$ cat src/design/trm_pkg.sv
package trm_pkg;

  // Field widths fixed by the instruction and result formats
  localparam int unsigned OP_W     = 5;
  localparam int unsigned REG_W    = 3;
  localparam int unsigned WORD_W   = 32;
  localparam int unsigned PC_OUT_W = 8;
  localparam int unsigned STAT_W   = 3;

  // Default sizes
  localparam int unsigned INSTR_DEPTH_DEF = 128;
  localparam int unsigned DATA_DEPTH_DEF  = 1024;
  localparam int unsigned REG_COUNT_DEF   = 8;

  typedef enum logic [OP_W-1:0] {
    OP_HALT  = 5'd0,
    OP_IN    = 5'd1,
    OP_OUT   = 5'd2,
    OP_ADD   = 5'd3,
    OP_SUB   = 5'd4,
    OP_MUL   = 5'd5,
    OP_DIV   = 5'd6,
    OP_LD    = 5'd7,
    OP_ST    = 5'd8,
    OP_LDA   = 5'd9,
    OP_LDC   = 5'd10,
    OP_JLT   = 5'd11,
    OP_JLE   = 5'd12,
    OP_JGE   = 5'd13,
    OP_JGT   = 5'd14,
    OP_JEQ   = 5'd15,
    OP_JNE   = 5'd16,
    OP_NOP   = 5'd17,
    OP_EMPTY = 5'd18
  } op_e;

  typedef enum logic [STAT_W-1:0] {
    ST_OK      = 3'd0,
    ST_HALT    = 3'd1,
    ST_DIV0    = 3'd2,
    ST_ADDR    = 3'd3,
    ST_JUMP    = 3'd4,
    ST_EMPTY   = 3'd5,
    ST_STOPPED = 3'd6
  } status_e;

  // Controller to datapath
  typedef struct packed {
    logic capture;     // latch instruction, read register file
    logic exec;        // evaluate and commit pc / flag / simple writes
    logic ld_commit;   // write load data to register
    logic div_commit;  // write quotient to register
    logic out_load;    // move result to output register
  } cmd_t;

  // Datapath to controller
  typedef struct packed {
    logic clr_done;
    logic go_mem;
    logic go_div;
    logic div_done;
  } stat_t;

endpackage

$ cat src/design/trm_ctrl.sv
module trm_ctrl (
  input  logic           clk_i,
  input  logic           rst_ni,
  input  logic           in_valid_i,
  output logic           in_ready_o,
  output logic           out_valid_o,
  input  logic           out_ready_i,
  input  trm_pkg::stat_t stat_i,
  output trm_pkg::cmd_t  cmd_o
);
  typedef enum logic [2:0] {
    S_CLEAR, S_IDLE, S_EXEC, S_MEM, S_DIV, S_RESP
  } state_e;

  state_e state_q;
  logic   out_v_q;

  // command decode
  always_comb begin
    cmd_o            = '0;
    cmd_o.capture    = (state_q == S_IDLE) && in_valid_i;
    cmd_o.exec       = (state_q == S_EXEC);
    cmd_o.ld_commit  = (state_q == S_MEM);
    cmd_o.div_commit = (state_q == S_DIV) && stat_i.div_done;
    cmd_o.out_load   = (state_q == S_RESP) && (!out_v_q || out_ready_i);
  end

  assign in_ready_o  = (state_q == S_IDLE);
  assign out_valid_o = out_v_q;

  always_ff @(posedge clk_i or negedge rst_ni) begin
    if (!rst_ni) begin
      state_q <= S_CLEAR;
      out_v_q <= 1'b0;
    end else begin
      if (cmd_o.out_load) begin
        out_v_q <= 1'b1;
      end else if (out_ready_i) begin
        out_v_q <= 1'b0;
      end
      case (state_q)
        S_CLEAR: begin
          if (stat_i.clr_done) state_q <= S_IDLE;
        end
        S_IDLE: begin
          if (in_valid_i) state_q <= S_EXEC;
        end
        S_EXEC: begin
          if (stat_i.go_mem)      state_q <= S_MEM;
          else if (stat_i.go_div) state_q <= S_DIV;
          else                    state_q <= S_RESP;
        end
        S_MEM: begin
          state_q <= S_RESP;
        end
        S_DIV: begin
          if (stat_i.div_done) state_q <= S_RESP;
        end
        S_RESP: begin
          if (cmd_o.out_load) state_q <= S_IDLE;
        end
        default: state_q <= S_IDLE;
      endcase
    end
  end
endmodule

$ cat config.mk
export PLATFORM = sky130hd
export DESIGN_NAME = trm_ctrl
export DESIGN_NICKNAME = d
export VERILOG_FILES = /design/src/design/trm_pkg.sv /design/src/design/trm_ctrl.sv
export SDC_FILE = /design/constraint.sdc
export NUM_CORES = 1
export LEC_CHECK = 0
export ABC_AREA = 1
export BUFFER_PORTS_ARGS = -buffer_cell sky130_fd_sc_hd__buf_2
export CAP_MARGIN = 20
export CORE_AREA = 2 2 39 41
export CTS_CLUSTER_DIAMETER = 80
export CTS_CLUSTER_SIZE = 40
export DETAILED_ROUTE_END_ITERATION = 16
export DIE_AREA = 0 0 41 43
export SYNTH_ARGS = -nofsm -noshare
export SYNTH_HDL_FRONTEND = slang
export SYNTH_SLANG_ARGS = --single-unit
$ cat constraint.sdc
create_clock -name clk_i -period 1.35 [get_ports clk_i]
set_input_delay 0.0675 -clock clk_i [delete_from_list [all_inputs] [get_ports clk_i]]
set_output_delay 0.0675 -clock clk_i [all_outputs]
set_load 0.02 [all_outputs]
After elaboration in Yosys (flattened, before gate mapping)
Cells that the tools add are included.
- register bits: 4
- bits of input ports: 8
- output and inout bits: 7
- eq/ne operators: 9
- multiplexer cells: 9
- reduce and logical (&&, ||, !) cells: 8
- operators by type and width (kind ; number):
    3-bit one-hot mux with 6 select lines ; 1
    3-bit two-way mux ; 5
    2-bit != test, second input constant ; 4
    3-bit by 2-bit equality test with 1-bit output, second input constant ; 2
    3-bit equality test, second input constant ; 2
    4-bit AND reduction ; 1
    3-bit by 1-bit equality test with 1-bit output, second input constant ; 1
    1-bit logical AND ; 3
    3-bit zero test ; 1
    1-bit two-way mux ; 3
    2-bit nonzero test ; 1
    1-bit zero test ; 1
    1-bit logical OR ; 1

Longest topological paths before layout
- depth after elaboration: 5
- depth in mapped cells: 8
- depth with buffers taken out: 8

Worst setup path after synthesis
No wires, ideal clock.
- kind: register -> register
- from: register state_q[2]
- to: register state_q[2]
- setup time: 65 ps
- arrival time: 1016 ps
- data required time: 1285 ps
- slack: 269 ps
- stages on the path, launching flop included: 8
- buffers on the path: 0
- path through: dfrtp_1 -> nor2_1 -> nand2_2 -> inv_2 -> nand2_1 -> nand2_1 -> nand2_1 -> nand2_1
- RTL lines (what ; line ; source):
    start: declaration ; trm_ctrl.sv:15 ; state_e state_q;
    start signal: assignment ; trm_ctrl.sv:33 ; state_q <= S_CLEAR;
    start signal: assignment ; trm_ctrl.sv:43 ; if (stat_i.clr_done) state_q <= S_IDLE;
    start signal: assignment ; trm_ctrl.sv:46 ; if (in_valid_i) state_q <= S_EXEC;

==> metrics.txt <==
status finished, final reports clean; CP delay by family, top flip-flops; post-CTS sizing 0; Die Ht 43 µm; Slew Limit Fails 0; clock tree from TritonCTS built; largest net degree at the start of global routing 7; Final Hold Viols 0; grt ovf 0; first-pass GRT wire length 1.131 mm; DRT Pass-1 Iters 4; Worst Path Arrival 1.25 ns; GRT Total Usage 10.19%; yosys warns 0; RR Endpoint state_q[0]; CTS Buf Count 3; Final Critical Period 1.314 ns; Post-Syn Instances 56; crit start category flip-flop; library cells used by synthesis 13; Setup CP Type flip-flop to primary output; cell leakage power 0.3040 nW; Ant. Diodes 0; vias per inst 4.044; reg2reg setup slack 0.21 ns; Nets 85; CTS clk-pin slew, worst paths 0.03 ns; Hold EP out_valid_o; initial core utilization 23.60%; die area 0.001763 mm²; R2R depth 6; FF+latch count, synth 4; register area 100.1 µm²; post-synthesis net count 64; Buf/Inv on CP 1; Cell Rows 14; Hold Path Cell Cnt 4; Slew HR 86.37%; Finished Cell Area 456.7 µm²; share of layout cells above drive strength 1 36.00%; pwr/cell area 2120 mW/mm²; Final ANT Viol Nets 0; Post-DP Area 416.7 µm²; H-tree Lvls 1; syn avg cell area 5.831 µm²; Post-Syn Area 326.6 µm²; crit-path max cell delay 0.43 ns; Tcrit/Tclk final 97.32%; clk_skew 0.001719 ns; initial antenna violation count 0; fillers 163; Crit. End Element primary output; core region area 0.001384 mm²; min-delay src out_ready_i; DP HPWL 579.8 µm; VDD IR max 0.6234 mV; worst skew pair latency 0.24 ns; Critical Path RT 1.28 ns; RSZ-0062 raised after global routing yes; critical-path maximum fanout 6; I/O Buffers 14; r2r startpoint state_q[2]; Hold Path Class primary input to flip-flop; DIE WIDTH 41 µm; setup violators final 0; drt first-iter violations 5; Multi-input gate area 173.9 µm²; post-synthesis sequential area ratio 30.65%; CP cell instances nor2_2 -> nand2_1 -> nor2_1 -> buf_2; io pins 15; Max-Cap Viols 0; CTS Buffer Depth 2; measured slew at the worst slew-check pin 0.2037 ns; maximum clock rate 761.1 MHz; RD Place Congestion 0.7608; vias 368; wirelength, routed 710 µm; post-DR wirelength/cell 7.802 µm; CTS sink count 4; vias in the first global route 311; Synth-to-Final Area Change 39.85%; root buffer cell clkbuf_4; Remaining DRCs 0; hold_ws 0.1329 ns; slowest stage cell, crit path dfrtp_1
cells by family (layout without fill, tap and decap cells):
logic type,after synthesis,after routing,synth area share [%]
buffers and inverters,14,33,16.09
and+or+nand+nor,34,34,45.21
DFF,4,4,30.65
AOI/OAI and AO/OA,4,4,8.041
state kept, by name, indices dropped and copies added, names as in the netlist:
name,count
out_valid_o,1
state_q,3
Yosys cell counts:
| cell | count | area share [%] |
|---|---|---|
| a21oi_1 | 1 | 1.5 |
| nand3_1 | 3 | 4.6 |
| dfrtp_1 | 4 | 31 |
| nor2_1 | 9 | 10 |
| o21ai_1 | 1 | 1.5 |
| nand3_2 | 1 | 3.1 |
| inv_1 | 11 | 13 |
| o21ai_0 | 1 | 1.5 |
| o21bai_2 | 1 | 3.4 |
| nand2_1 | 17 | 20 |
| inv_2 | 3 | 3.4 |
| nand2_2 | 3 | 5.7 |
| nor2_2 | 1 | 1.9 |
through the flow:
step	power (mW)	setup slack, ns	TNS [ns]	instances	util [%]
3_5_place_dp	0.8045	0.2027	0	86	30.11
2_1_floorplan	0.6598	0.2695	0	56	-
3_3_place_gp	0.8013	0.1845	0	86	30.11
5_1_grt	1.078	-0.05012	-0.1152	91	33.00
6_report	0.9680	0.03612	0	91	33.00
4_1_cts	0.9615	0.02022	0	90	32.46
placed cells by master, fill, tap and decap left out:
cell type and n:
nor2_2 1, inv_2 3, dlygate4sd3_1 1, nand3_2 1, inv_1 11, clkbuf_4 3, dfrtp_1 4, nand2_1 17
buf_2 14, o21bai_2 1, nand2_2 3, a21oi_1 1, nand3_1 3, buf_4 1, o21ai_1 1, nor2_1 9
o21ai_0 1
area by class of cell:
type	instances	share of cell area, %
inverters	14	11.51
well taps	16	4.384
flip-flops and latches	4	21.92
multi-input cells	38	38.08
repair buffers	16	19.18
clock buffers	3	4.932
metal layers:
metal  share of wire, %  vias up  track usage [%]
met3                5.2        2            4.712
met2                 50       10            13.44
met4                2.4        0            10.00
met5                  0        -                0
li1                   -      203                -
met1                 42      153            11.11
worst max path at each step:
stage	start	endpoint	slack [ns]	cells past startpoint
2_1_floorplan	state_q[2]	state_q[2]	0.27	7
3_3_place_gp	state_q[2]	state_q[0]	0.18	6
3_5_place_dp	state_q[2]	state_q[0]	0.20	6
4_1_cts	state_q[0]	cmd_o[4]	0.02	5
5_1_grt	state_q[2]	cmd_o[4]	-0.05	4
6_report	state_q[2]	cmd_o[4]	0.04	4
worst reg2reg max path, stage by stage (launching register included):
cell and delay, ns:
dfrtp_1 0.43, nor2_1 0.22, nand2_2 0.11, o21bai_2 0.11, nand2_1 0.06, nand2_1 0.06, nand2_1 0.05
power breakdown:
group	switching, mW	total [mW]	leakage [nW]	internal [mW]
logic	0.370	0.587	0.239	0.217
registers	0.0574	0.231	0.0509	0.174
clock network	0.0498	0.149	0.0138	0.0994
timing repair:
item                                    4_1_cts  5_1_grt
buffers inserted                              0        1
hold buffers                                  1        0
hold endpoints to repair                      4        0
endpoints found under the setup margin        0        3
No activity file was read; power rests on OpenSTA's default activity.
